<file path="config.mk">
export PLATFORM = sky130hd
export DESIGN_NAME = ascii_to_unsigned_parser_flat
export DESIGN_NICKNAME = d
export VERILOG_FILES = /design/src/hdl/atu_pkg.sv /design/src/hdl/atu_ifs.sv /design/src/hdl/ascii_to_unsigned_parser.sv /design/src/hdl/atu_front.sv /design/src/hdl/atu_queue.sv /design/src/hdl/atu_back.sv /design/src/flat_wrapper.sv
export SDC_FILE = /design/constraint.sdc
export NUM_CORES = 1
export LEC_CHECK = 0
export ABC_AREA = 0
export BUFFER_PORTS_ARGS = -buffer_cell sky130_fd_sc_hd__buf_4
export CORE_MARGIN = 3
export CORE_UTILIZATION = 40
export DETAILED_ROUTE_END_ITERATION = 8
export PLACE_DENSITY = 0.6
export SLEW_MARGIN = 20
export SYNTH_ARGS = -nofsm -noshare
export SYNTH_HDL_FRONTEND = slang
export SYNTH_SLANG_ARGS = --single-unit
</file>
<file path="constraint.sdc">
create_clock -name clk -period 11.1 [get_ports clk]
set_input_delay 1.665 -clock clk [delete_from_list [all_inputs] [get_ports clk]]
set_output_delay 1.665 -clock clk [all_outputs]
set_load 0.03 [all_outputs]
</file>
<file path="src/hdl/atu_pkg.sv">
// shared types, constants and character codes of the ascii to unsigned parser
`default_nettype none
package atu_pkg;

	// result and counter geometry
	localparam int VALUE_BITS = 64;
	localparam int MAX_CHARS  = 4096;
	localparam int CNT_BITS   = 12;
	localparam logic [CNT_BITS-1:0] CNT_MAX = CNT_BITS'(MAX_CHARS - 1);
	localparam int PROD_BITS  = VALUE_BITS + 6;

	// base and digit codes
	localparam int BASE_BITS  = 6;
	localparam int DIGIT_BITS = 6;
	localparam logic [BASE_BITS-1:0]  BASE_RESET = 6'd16;
	localparam logic [BASE_BITS-1:0]  BASE_AUTO  = 6'd0;
	localparam logic [BASE_BITS-1:0]  BASE_MIN   = 6'd2;
	localparam logic [BASE_BITS-1:0]  BASE_MAX   = 6'd36;
	localparam logic [BASE_BITS-1:0]  BASE_OCT   = 6'd8;
	localparam logic [BASE_BITS-1:0]  BASE_DEC   = 6'd10;
	localparam logic [BASE_BITS-1:0]  BASE_HEX   = 6'd16;
	localparam logic [DIGIT_BITS-1:0] NO_DIGIT   = '1;
	localparam logic [DIGIT_BITS-1:0] DIGIT_ZERO = '0;

	// character codes
	localparam logic [7:0] CH_SPACE = 8'h20;
	localparam logic [7:0] CH_TAB   = 8'h09;
	localparam logic [7:0] CH_CR    = 8'h0D;
	localparam logic [7:0] CH_MINUS = 8'h2D;
	localparam logic [7:0] CH_PLUS  = 8'h2B;
	localparam logic [7:0] CH_LX    = 8'h78;
	localparam logic [7:0] CH_UX    = 8'h58;
	localparam logic [7:0] CH_0     = 8'h30;
	localparam logic [7:0] CH_9     = 8'h39;
	localparam logic [7:0] CH_UA    = 8'h41;
	localparam logic [7:0] CH_UZ    = 8'h5A;
	localparam logic [7:0] CH_LA    = 8'h61;
	localparam logic [7:0] CH_LZ    = 8'h7A;
	localparam logic [7:0] UC_LETTER_BASE = CH_UA - 8'd10;
	localparam logic [7:0] LC_LETTER_BASE = CH_LA - 8'd10;

	// queue between front and back
	localparam int QUEUE_DEPTH = 4;
	localparam int QPTR_BITS   = $clog2(QUEUE_DEPTH);
	localparam int QCNT_BITS   = $clog2(QUEUE_DEPTH + 1);

	// classified character
	typedef struct packed {
		logic [DIGIT_BITS-1:0] dig;
		logic                  space;
		logic                  minus;
		logic                  plus;
		logic                  xchar;
		logic                  last;
	} item_t;

	typedef enum logic [2:0] {
		PH_SKIP,
		PH_SIGNED,
		PH_ZERO,
		PH_DIGITS,
		PH_DONE
	} phase_t;

	typedef enum logic [1:0] {
		ST_NONE,
		ST_SOME,
		ST_OVER
	} status_t;

	// parse state captured at the end of a string
	typedef struct packed {
		logic [VALUE_BITS-1:0] acc;
		logic                  neg;
		status_t               status;
		logic [CNT_BITS-1:0]   cnt;
	} raw_t;

endpackage
`default_nettype wire

</file>
<file path="src/hdl/atu_ifs.sv">
// channel interfaces of the ascii to unsigned parser
`default_nettype none

// character channel
interface atu_char_if ();
	logic       valid;
	logic       ready;
	logic [7:0] character;
	logic       last;
	modport source (output valid, character, last, input ready);
	modport sink (input valid, character, last, output ready);
endinterface

// result channel
interface atu_res_if import atu_pkg::*; ();
	logic                  valid;
	logic                  ready;
	logic [VALUE_BITS-1:0] value;
	logic [CNT_BITS-1:0]   end_offset;
	logic                  overflowed;
	logic                  digits_seen;
	modport source (output valid, value, end_offset, overflowed, digits_seen, input ready);
	modport sink (input valid, value, end_offset, overflowed, digits_seen, output ready);
endinterface

// base register write channel
interface atu_cfg_if import atu_pkg::*; ();
	logic                 valid;
	logic                 ready;
	logic [BASE_BITS-1:0] data;
	modport source (output valid, data, input ready);
	modport sink (input valid, data, output ready);
endinterface
`default_nettype wire

</file>
<file path="src/hdl/ascii_to_unsigned_parser.sv">
// ascii_to_unsigned_parser: streaming text to unsigned integer converter
// Characters enter on chr, one per transaction; last marks the final byte
// of a string. Each string gives exactly one transaction on res carrying the
// value, the end offset, the overflow flag and the digits-seen flag.
// cfg writes the 6-bit base register (0 = auto octal/decimal/hex, reset 16);
// it is always ready and is meant to be written while no string is pending.
// Throughput: one character per cycle, sustained, for any mix of strings, while res is ready.
// The rate is set by the back stage, which does one 64x6 multiply-add and
// range check per cycle on the accumulator loop.
// A last character, once transferred, passes through the front register,
// which loads on that transfer, then the queue, the raw result register and
// the output register before the result is valid.
// Reset clears the parse state, the queue and the result valid flags and sets
// the base register to 16; chr is ready while reset is held and after it.
// When the receiver stalls, the result holds; one more finished string is
// parked behind it and the queue keeps taking characters until it fills,
// after which chr deasserts ready.
`default_nettype none
module ascii_to_unsigned_parser import atu_pkg::*; (
	input  wire logic clk,
	input  wire logic arst_n,
	atu_char_if.sink  chr,
	atu_cfg_if.sink   cfg,
	atu_res_if.source res
);

	logic [BASE_BITS-1:0] base_q;
	item_t                front_item;
	logic                 front_valid;
	logic                 queue_ready;
	item_t                back_item;
	logic                 back_valid;
	logic                 back_ready;

	// base register
	assign cfg.ready = 1'b1;

	always_ff @(posedge clk or negedge arst_n) begin
		if (!arst_n) begin
			base_q <= BASE_RESET;
		end else if (cfg.valid && cfg.ready) begin
			base_q <= cfg.data;
		end
	end

	// front: accept and classify
	atu_front u_front (
		.clk           (clk),
		.arst_n        (arst_n),
		.chr           (chr),
		.item_s1       (front_item),
		.item_valid_s1 (front_valid),
		.item_ready    (queue_ready)
	);

	// queue between front and back
	atu_queue u_queue (
		.clk      (clk),
		.arst_n   (arst_n),
		.wr_item  (front_item),
		.wr_valid (front_valid),
		.wr_ready (queue_ready),
		.rd_item  (back_item),
		.rd_valid (back_valid),
		.rd_ready (back_ready)
	);

	// back: parse and report
	atu_back u_back (
		.clk         (clk),
		.arst_n      (arst_n),
		.base_select (base_q),
		.item        (back_item),
		.item_valid  (back_valid),
		.item_ready  (back_ready),
		.res         (res)
	);

`ifndef SYNTH
	// saturated results are all ones and always count as digits seen
	a_ovf_value: assert property (@(posedge clk) disable iff (!arst_n)
		res.valid && res.overflowed |-> (res.value == '1) && res.digits_seen)
		else $error("overflowed result is not saturated");

	// a string without digits reports zero everywhere
	a_no_digits: assert property (@(posedge clk) disable iff (!arst_n)
		res.valid && !res.digits_seen |->
			(res.value == '0) && (res.end_offset == '0) && !res.overflowed)
		else $error("result without digits carries data");

	// front item holds while the queue is full
	a_front_hold: assert property (@(posedge clk) disable iff (!arst_n)
		front_valid && !queue_ready |=> front_valid && $stable(front_item))
		else $error("front item changed while queue was full");
`endif

endmodule
`default_nettype wire

</file>
<file path="src/hdl/atu_front.sv">
// front stage: accepts characters and classifies them into queue items
`default_nettype none
module atu_front import atu_pkg::*; (
	input  wire logic clk,
	input  wire logic arst_n,
	atu_char_if.sink  chr,
	output item_t     item_s1,
	output logic      item_valid_s1,
	input  wire logic item_ready
);

	item_t item_c;
	logic  [7:0] c;

	assign c = chr.character;

	// character classification
	always_comb begin
		item_c.space = (c == CH_SPACE) || (c >= CH_TAB && c <= CH_CR);
		item_c.minus = (c == CH_MINUS);
		item_c.plus  = (c == CH_PLUS);
		item_c.xchar = (c == CH_LX) || (c == CH_UX);
		item_c.last  = chr.last;
		priority if (c >= CH_0 && c <= CH_9) begin
			item_c.dig = DIGIT_BITS'(c - CH_0);
		end else if (c >= CH_UA && c <= CH_UZ) begin
			item_c.dig = DIGIT_BITS'(c - UC_LETTER_BASE);
		end else if (c >= CH_LA && c <= CH_LZ) begin
			item_c.dig = DIGIT_BITS'(c - LC_LETTER_BASE);
		end else begin
			item_c.dig = NO_DIGIT;
		end
	end

	// stage register, refilled whenever the queue takes the held item
	assign chr.ready = !item_valid_s1 || item_ready;

	always_ff @(posedge clk or negedge arst_n) begin
		if (!arst_n) begin
			item_valid_s1 <= 1'b0;
		end else if (chr.ready) begin
			item_valid_s1 <= chr.valid;
		end
	end

	always_ff @(posedge clk) begin
		if (chr.valid && chr.ready) begin
			item_s1 <= item_c;
		end
	end

endmodule
`default_nettype wire

</file>
<file path="src/hdl/atu_queue.sv">
// short first-in first-out queue of classified items
`default_nettype none
module atu_queue import atu_pkg::*; (
	input  wire logic  clk,
	input  wire logic  arst_n,
	input  wire item_t wr_item,
	input  wire logic  wr_valid,
	output logic       wr_ready,
	output item_t      rd_item,
	output logic       rd_valid,
	input  wire logic  rd_ready
);

	item_t                slot_q [QUEUE_DEPTH];
	logic [QPTR_BITS-1:0] wr_ptr_q;
	logic [QPTR_BITS-1:0] rd_ptr_q;
	logic [QCNT_BITS-1:0] count_q;
	logic                 push;
	logic                 pop;

	assign wr_ready = (count_q != QCNT_BITS'(QUEUE_DEPTH));
	assign rd_valid = (count_q != '0);
	assign rd_item  = slot_q[rd_ptr_q];
	assign push     = wr_valid && wr_ready;
	assign pop      = rd_valid && rd_ready;

	// pointers and fill level
	always_ff @(posedge clk or negedge arst_n) begin
		if (!arst_n) begin
			wr_ptr_q <= '0;
			rd_ptr_q <= '0;
			count_q  <= '0;
		end else begin
			if (push) begin
				wr_ptr_q <= wr_ptr_q + 1'b1;
			end
			if (pop) begin
				rd_ptr_q <= rd_ptr_q + 1'b1;
			end
			if (push && !pop) begin
				count_q <= count_q + 1'b1;
			end else if (pop && !push) begin
				count_q <= count_q - 1'b1;
			end
		end
	end

	// storage
	always_ff @(posedge clk) begin
		if (push) begin
			slot_q[wr_ptr_q] <= wr_item;
		end
	end

endmodule
`default_nettype wire

</file>
<file path="src/hdl/atu_back.sv">
// back stage: parse state machine, digit accumulation and result registers
`default_nettype none
module atu_back import atu_pkg::*; (
	input  wire logic                 clk,
	input  wire logic                 arst_n,
	input  wire logic [BASE_BITS-1:0] base_select,
	input  wire item_t                item,
	input  wire logic                 item_valid,
	output logic                      item_ready,
	atu_res_if.source                 res
);

	phase_t                ph_q, ph_n;
	status_t               st_q, st_n, dig_st, st_fin;
	logic [VALUE_BITS-1:0] acc_q, acc_n;
	logic                  neg_q, neg_n;
	logic [BASE_BITS-1:0]  ab_q, ab_n;
	logic [CNT_BITS-1:0]   cnt_q, cnt_n;

	logic                  first_go;
	logic                  zero_prefix;
	logic [BASE_BITS-1:0]  first_base;
	logic [BASE_BITS-1:0]  zero_base;
	logic [BASE_BITS-1:0]  dig_base;
	logic [PROD_BITS-1:0]  sum;
	logic                  ovf;
	logic                  run_digit;

	raw_t                  raw_c;
	raw_t                  raw_s1;
	logic                  valid_s1;
	logic                  out_free;
	logic                  s1_free;
	logic                  take;

	// handshake toward the queue and the result register pair
	assign out_free   = !res.valid || res.ready;
	assign s1_free    = !valid_s1 || out_free;
	assign item_ready = !item.last || s1_free;
	assign take       = item_valid && item_ready;

	// base used for this character
	always_comb begin
		first_go    = (ph_q == PH_SIGNED) ||
			((ph_q == PH_SKIP) && !item.space && !item.minus && !item.plus);
		zero_prefix = ((base_select == BASE_AUTO) || (base_select == BASE_HEX)) &&
			(item.dig == DIGIT_ZERO);
		first_base  = (base_select == BASE_AUTO) ? BASE_DEC : base_select;
		zero_base   = (ab_q == BASE_AUTO) ? BASE_OCT : BASE_HEX;
		priority if (ph_q == PH_ZERO) begin
			dig_base = zero_base;
		end else if (first_go) begin
			dig_base = first_base;
		end else begin
			dig_base = ab_q;
		end
	end

	// multiply-add and range check
	assign sum = PROD_BITS'(acc_q) * PROD_BITS'(dig_base) + PROD_BITS'(item.dig);
	assign ovf = |sum[PROD_BITS-1:VALUE_BITS];

	// next parse state
	always_comb begin
		ph_n      = ph_q;
		st_n      = st_q;
		acc_n     = acc_q;
		neg_n     = neg_q;
		ab_n      = ab_q;
		dig_st    = st_q;
		run_digit = 1'b0;
		unique case (ph_q)
			PH_SKIP: begin
				priority if (item.space) begin
					ph_n = PH_SKIP;
				end else if (item.minus) begin
					neg_n = 1'b1;
					ph_n  = PH_SIGNED;
				end else if (item.plus) begin
					ph_n = PH_SIGNED;
				end else begin
					ph_n = PH_SKIP;
				end
			end
			PH_SIGNED: begin
				ph_n = PH_SIGNED;
			end
			PH_ZERO: begin
				ph_n = PH_DIGITS;
				if (item.xchar) begin
					ab_n = BASE_HEX;
				end else begin
					ab_n      = zero_base;
					st_n      = ST_SOME;
					dig_st    = ST_SOME;
					run_digit = 1'b1;
				end
			end
			PH_DIGITS: begin
				run_digit = 1'b1;
			end
			PH_DONE: begin
				ph_n = PH_DONE;
			end
			default: begin
				ph_n = PH_DONE;
			end
		endcase

		// first character after white space and sign
		if (first_go) begin
			if (zero_prefix) begin
				ab_n = base_select;
				ph_n = PH_ZERO;
			end else begin
				ab_n      = first_base;
				ph_n      = PH_DIGITS;
				run_digit = 1'b1;
			end
		end

		// digit acceptance
		if (run_digit) begin
			priority if (dig_base < BASE_MIN || dig_base > BASE_MAX ||
					DIGIT_BITS'(item.dig) >= dig_base) begin
				ph_n = PH_DONE;
			end else if (dig_st == ST_OVER) begin
				st_n = ST_OVER;
			end else if (ovf) begin
				st_n = ST_OVER;
			end else begin
				acc_n = sum[VALUE_BITS-1:0];
				st_n  = ST_SOME;
			end
		end

		// consumed character count
		cnt_n = cnt_q;
		if (ph_q != PH_DONE && ph_n != PH_DONE && cnt_q < CNT_MAX) begin
			cnt_n = cnt_q + 1'b1;
		end

		// end of string acts like a trailing nul byte
		st_fin = (ph_n == PH_ZERO) ? ST_SOME : st_n;

		raw_c.acc    = acc_n;
		raw_c.neg    = neg_n;
		raw_c.status = st_fin;
		raw_c.cnt    = cnt_n;
	end

	// parse state register
	always_ff @(posedge clk or negedge arst_n) begin
		if (!arst_n) begin
			ph_q  <= PH_SKIP;
			st_q  <= ST_NONE;
			acc_q <= '0;
			neg_q <= 1'b0;
			ab_q  <= '0;
			cnt_q <= '0;
		end else if (take) begin
			if (item.last) begin
				ph_q  <= PH_SKIP;
				st_q  <= ST_NONE;
				acc_q <= '0;
				neg_q <= 1'b0;
				ab_q  <= '0;
				cnt_q <= '0;
			end else begin
				ph_q  <= ph_n;
				st_q  <= st_n;
				acc_q <= acc_n;
				neg_q <= neg_n;
				ab_q  <= ab_n;
				cnt_q <= cnt_n;
			end
		end
	end

	// result pipeline valids
	always_ff @(posedge clk or negedge arst_n) begin
		if (!arst_n) begin
			valid_s1  <= 1'b0;
			res.valid <= 1'b0;
		end else begin
			if (take && item.last) begin
				valid_s1 <= 1'b1;
			end else if (out_free) begin
				valid_s1 <= 1'b0;
			end
			if (out_free) begin
				res.valid <= valid_s1;
			end
		end
	end

	// result payload: raw capture, then sign and saturation
	always_ff @(posedge clk) begin
		if (take && item.last) begin
			raw_s1 <= raw_c;
		end
		if (out_free && valid_s1) begin
			priority if (raw_s1.status == ST_OVER) begin
				res.value <= '1;
			end else if (raw_s1.neg) begin
				res.value <= '0 - raw_s1.acc;
			end else begin
				res.value <= raw_s1.acc;
			end
			res.end_offset  <= (raw_s1.status != ST_NONE) ? raw_s1.cnt : '0;
			res.overflowed  <= (raw_s1.status == ST_OVER);
			res.digits_seen <= (raw_s1.status != ST_NONE);
		end
	end

endmodule
`default_nettype wire
</file>
<file path="src/flat_wrapper.sv">
// flat-port wrapper written by rule: the top's interface ports become plain ports
module ascii_to_unsigned_parser_flat import atu_pkg::*;
  (clk, arst_n, chr_valid, chr_character, chr_last, chr_ready, cfg_valid, cfg_data, cfg_ready, res_valid, res_value, res_end_offset, res_overflowed, res_digits_seen, res_ready);
  atu_char_if chr_i ();
  atu_cfg_if cfg_i ();
  atu_res_if res_i ();
  input  wire logic clk;
  input  wire logic arst_n;
  input wire logic [$bits(chr_i.valid)-1:0] chr_valid;
  input wire logic [$bits(chr_i.character)-1:0] chr_character;
  input wire logic [$bits(chr_i.last)-1:0] chr_last;
  output wire logic [$bits(chr_i.ready)-1:0] chr_ready;
  input wire logic [$bits(cfg_i.valid)-1:0] cfg_valid;
  input wire logic [$bits(cfg_i.data)-1:0] cfg_data;
  output wire logic [$bits(cfg_i.ready)-1:0] cfg_ready;
  output wire logic [$bits(res_i.valid)-1:0] res_valid;
  output wire logic [$bits(res_i.value)-1:0] res_value;
  output wire logic [$bits(res_i.end_offset)-1:0] res_end_offset;
  output wire logic [$bits(res_i.overflowed)-1:0] res_overflowed;
  output wire logic [$bits(res_i.digits_seen)-1:0] res_digits_seen;
  input wire logic [$bits(res_i.ready)-1:0] res_ready;
  assign chr_i.valid = chr_valid;
  assign chr_i.character = chr_character;
  assign chr_i.last = chr_last;
  assign chr_ready = chr_i.ready;
  assign cfg_i.valid = cfg_valid;
  assign cfg_i.data = cfg_data;
  assign cfg_ready = cfg_i.ready;
  assign res_valid = res_i.valid;
  assign res_value = res_i.value;
  assign res_end_offset = res_i.end_offset;
  assign res_overflowed = res_i.overflowed;
  assign res_digits_seen = res_i.digits_seen;
  assign res_i.ready = res_ready;
  ascii_to_unsigned_parser u_core (.clk(clk), .arst_n(arst_n), .chr(chr_i), .cfg(cfg_i), .res(res_i));
endmodule
</file>
==> results by group <==
Run status
  – Status: completed

Worst hold path
  – Worst hold path class: reg -> reg
  – WHS Path Cells: 1
  – Hold_sp: u_core.u_back.cnt_q[10]
  – Worst Hold Path EP: u_core.u_back.cnt_q[10]

Synth
  – Post-synth EDFFs: 212
  – Most used DFF post-synth: edfxtp_1
  – Most common cell in the netlist: and2_1
  – Post-Syn Nets: 2974
  – Synth Warn #: 0
  – Mean Syn Cell Area: 10.7 sq um
  – Synth area leaders: edfxtp_1 23%, fa_1 19%, dfrtp_1 9.5%, and2_1 8.6%, ha_1 7.7%
  – Async SR Flop Fraction: 0.329
  – Yosys top cell by area: edfxtp_1
  – Top cell types by occurrence after synthesis: 371 x and2_1, 253 x fa_1, 212 x edfxtp_1
  – Gate Count Post-Synth: 2533
  – Post-synthesis register bit count: 316
  – Post-synthesis sequential area ratio: 0.331
  – Distinct cells, synth: 76
  – Synth top area share: 0.235
  – Post-Syn Area: 0.0271 sq mm

Placed design
  – PortBufs: 99
  – Pre-CTS WS: 1.31 ns
  – Placer Congestion: 0.911
  – Hpwl dp: 51.2 mm

Power
  – Peak VDD IR: 0.229 mV
  – Pleak: 0.0136 uW
  – Pwr Density: 204 mW/mm^2

Worst setup path
  – Critical Path Fanout Max: 62
  – CP peak stage delay: 0.86 ns
  – Crit path capture type: register
  – Crit path cell chain: mux4_2 -> nor3_1 -> mux2i_4 -> buf_4 -> and2_1 -> fa_1 -> fa_1 -> fa_1 -> ha_1 -> ha_1 -> a21oi_1 -> o21ai_0 -> nor2b_1 -> a21oi_1 -> o41ai_1 -> o41ai_1 -> xor2_1 -> or4_1 -> nor4_4 -> buf_12 -> and2_2 -> buf_12 -> a22o_1
  – Required time of the worst setup path: 11.59 ns
  – R2R Path End: u_core.u_back.acc_q[55]
  – R2R Path Start: u_core.u_queue.rd_ptr_q[0]
  – Crit path top cell by count: fa_1
  – Crit path launch type: register
  – R2R Setup Slk: 1.29 ns
  – CP arrival: 10.29 ns
  – R2R depth: 23
  – CP Class: reg -> reg
  – Crit-path slowest cell: mux2i_4

Layout
  – Fill cells: 6146
  – Nets@finish: 3015
  – Storage element area: 0.00897 sq mm
  – Area grow syn2layout: 10.9%
  – Multi-input logic area: 0.0175 sq mm
  – Share of post-route cells with drive strength above 1: 0.114
  – Antenna diodes: 0

Clocking
  – Gates resized, CTS repair: 0
  – Clock Sinks: 316
  – Worst-Skew Late Latency: 0.57 ns
  – Reg clk slew, reported paths: 0.06 ns
  – CTS H-Tree Depth: 2
  – Post-CTS Setup Inserts: 0
  – CTS Hold Buffers Added: 0
  – CTS tree: yes
  – CTS root buffer: clkbuf_16
  – CTS Buf Count: 40
  – Buffer levels on the longest clock path: 3

Floorplan
  – I/O pins: 101
  – Initial core utilization: 0.408
  – Die W: 266 um
  – Total core area: 0.0665 sq mm
  – Die height: 266 um
  – Num rows: 94
  – Die area: 0.0710 sq mm

STA
  – Slew of the pin with the lowest slew margin: 1.04 ns
  – Crit path time final: 9.81 ns
  – Final hold vios: 0
  – Pins Over Slew Limit: 0
  – Fin crit share: 0.883
  – Worst setup margin: 1.29 ns
  – Slew HR: 0.295
  – Final setup fails: 0
  – Peak Freq: 0.102 GHz
  – TNS Setup: 0 ns
  – Unrepaired setup endpoints after global routing: false
  – Worst Skew: 0.0217 ns

Global route
  – Gr usage total: 0.197
  – Largest net degree at the start of global routing: 74
  – Vias in the first global route: 20700
  – Initial antenna violation count: 1
  – Remaining global-route overflow: 0
  – First-pass GRT wire length: 112 mm

Detailed routing
  – Met3 routed WL: 3.77 mm
  – Initial DRC Count: 1248
  – Remaining DRCs: 0
  – Wl on met1: 31.5 mm
  – Metal2 WL: 32.0 mm
  – Highest Signal Layer: met4
  – Vias/cell: 5.62
  – Vias: 19500
  – Post-Route WL: 68.6 mm
  – DR pass1 iterations: 5
  – WL/cell: 19.8 um
  – Antenna Nets Post-Route: 0

Job
  – Max-Cap Viols: 0
## placed cells by master, fill, tap and decap left out, types with 9 or more instances in the layout
cell type  netlist  final
a21o_1          14     14
a21oi_1        126    126
a22o_1          67     67
a31oi_1         20     18
and2_1         371    369
and3_1          14     14
buf_4            1    117
clkbuf_1       105     10
clkbuf_16        0     41
clkinv_2         0     10
dfrtp_1        103    103
edfxtp_1       212    212
fa_1           253    253
ha_1           168    168
inv_1           91     91
mux2_2          72     72
mux4_2          11     11
nand2_1        196    196
nand2b_1        17     16
nand3_1         25     25
nand4_1         30     30
nor2_1          99     99
nor2b_1         20     19
nor3_1          35     35
nor4_1          12     12
o211ai_1        10     10
o21ai_0        125    125
o21bai_1        17     16
o31ai_1         26     26
o41ai_1         11     11
or2_2            9      9
or3_1           12     12
or4_1           17     17
xnor2_1         62     62
xor2_1          75     75
## layout make-up
| class | count | share of cell area |
|---|---|---|
| multi-input cells | 2005 | 0.581 |
| flip-flops and latches | 316 | 0.298 |
| well taps | 864 | 0.0359 |
| clock buffers | 52 | 0.0358 |
| repair buffers | 120 | 0.0312 |
| inverters | 91 | 0.0113 |
| clock inverters | 22 | 0.00711 |
## worst max-delay path: cells and delay by family (launching register included)
| family | cells | cell delay [ns] |
|---|---|---|
| mux | 2 | 1.52 |
| fa+ha+maj | 5 | 2.13 |
| xor+xnor | 1 | 0.17 |
| buf+inv | 3 | 1.05 |
| simple gates | 6 | 2.11 |
| flops | 1 | 0.82 |
| compound gates | 6 | 1.75 |
## worst max path at each step
stage | start | endpoint | slack [ns] | depth (start not counted)
3_5_place_dp | u_core.u_queue.rd_ptr_q[0] | u_core.u_back.acc_q[48] | 1.31 | 25
6_report | u_core.u_queue.rd_ptr_q[0] | u_core.u_back.acc_q[55] | 1.29 | 23
5_1_grt | u_core.u_queue.rd_ptr_q[0] | u_core.u_back.acc_q[55] | 0.60 | 27
4_1_cts | u_core.u_queue.rd_ptr_q[0] | u_core.u_back.acc_q[55] | 1.26 | 25
3_3_place_gp | u_core.u_queue.rd_ptr_q[0] | u_core.u_back.acc_q[43] | 1.58 | 22
2_1_floorplan | u_core.u_queue.rd_ptr_q[1] | u_core.u_back.raw_s1[15] | 2.59 | 27
## state kept, by name, summed over array words and instances, names as in the netlist, 2 cells and up
signal,cells
u_core.u_back.res.end_offset,12
u_core.u_front.item_s1,11
u_core.u_queue.rd_ptr_q,2
u_core.u_back.cnt_q,12
u_core.u_queue.count_q,3
u_core.u_queue.wr_ptr_q,2
u_core.u_queue.slot_q,44
u_core.u_back.res.value,64
u_core.u_back.st_q,2
u_core.u_back.ph_q,3
u_core.u_back.acc_q,64
u_core.u_back.raw_s1,79
u_core.base_q,6
u_core.u_back.ab_q,6
## stage by stage
| step | util | cell area [sq um] | power, uW | instances | hold WS [ns] |
|---|---|---|---|---|---|
| floorplan | - | 27100 | 3870 | 2533 | 0.450 |
| global placement | 0.434 | 28800 | 4810 | 3396 | 0.464 |
| detailed placement | 0.434 | 28800 | 4870 | 3396 | 0.472 |
| CTS | 0.453 | 30100 | 6200 | 3470 | 0.483 |
| global route | 0.453 | 30100 | 6530 | 3470 | 0.506 |
| finish | 0.453 | 30100 | 6150 | 3470 | 0.482 |
## per-layer routing
layer	track usage	vias up
li1	-	8998
met1	0.276	9897
met5	0	-
met2	0.322	519
met3	0.0310	91
met4	0.0446	0
## kinds of logic (layout without fill, tap and decap cells)
kind of cell,Yosys count,after routing,share of synthesized area
other cells,1,1,0.000138
fa+ha+maj,421,421,0.264
compound gates,479,479,0.114
flops,316,316,0.331
simple gates,875,875,0.174
xor+xnor,137,137,0.0442
buf+inv,212,285,0.0298
mux,92,92,0.0423
## where the power goes
group	total [uW]	switching, uW	internal [uW]
logic	2680	1820	863
clock network	1310	528	778
registers	2160	313	1850
Power figures use the tool's default switching activity.
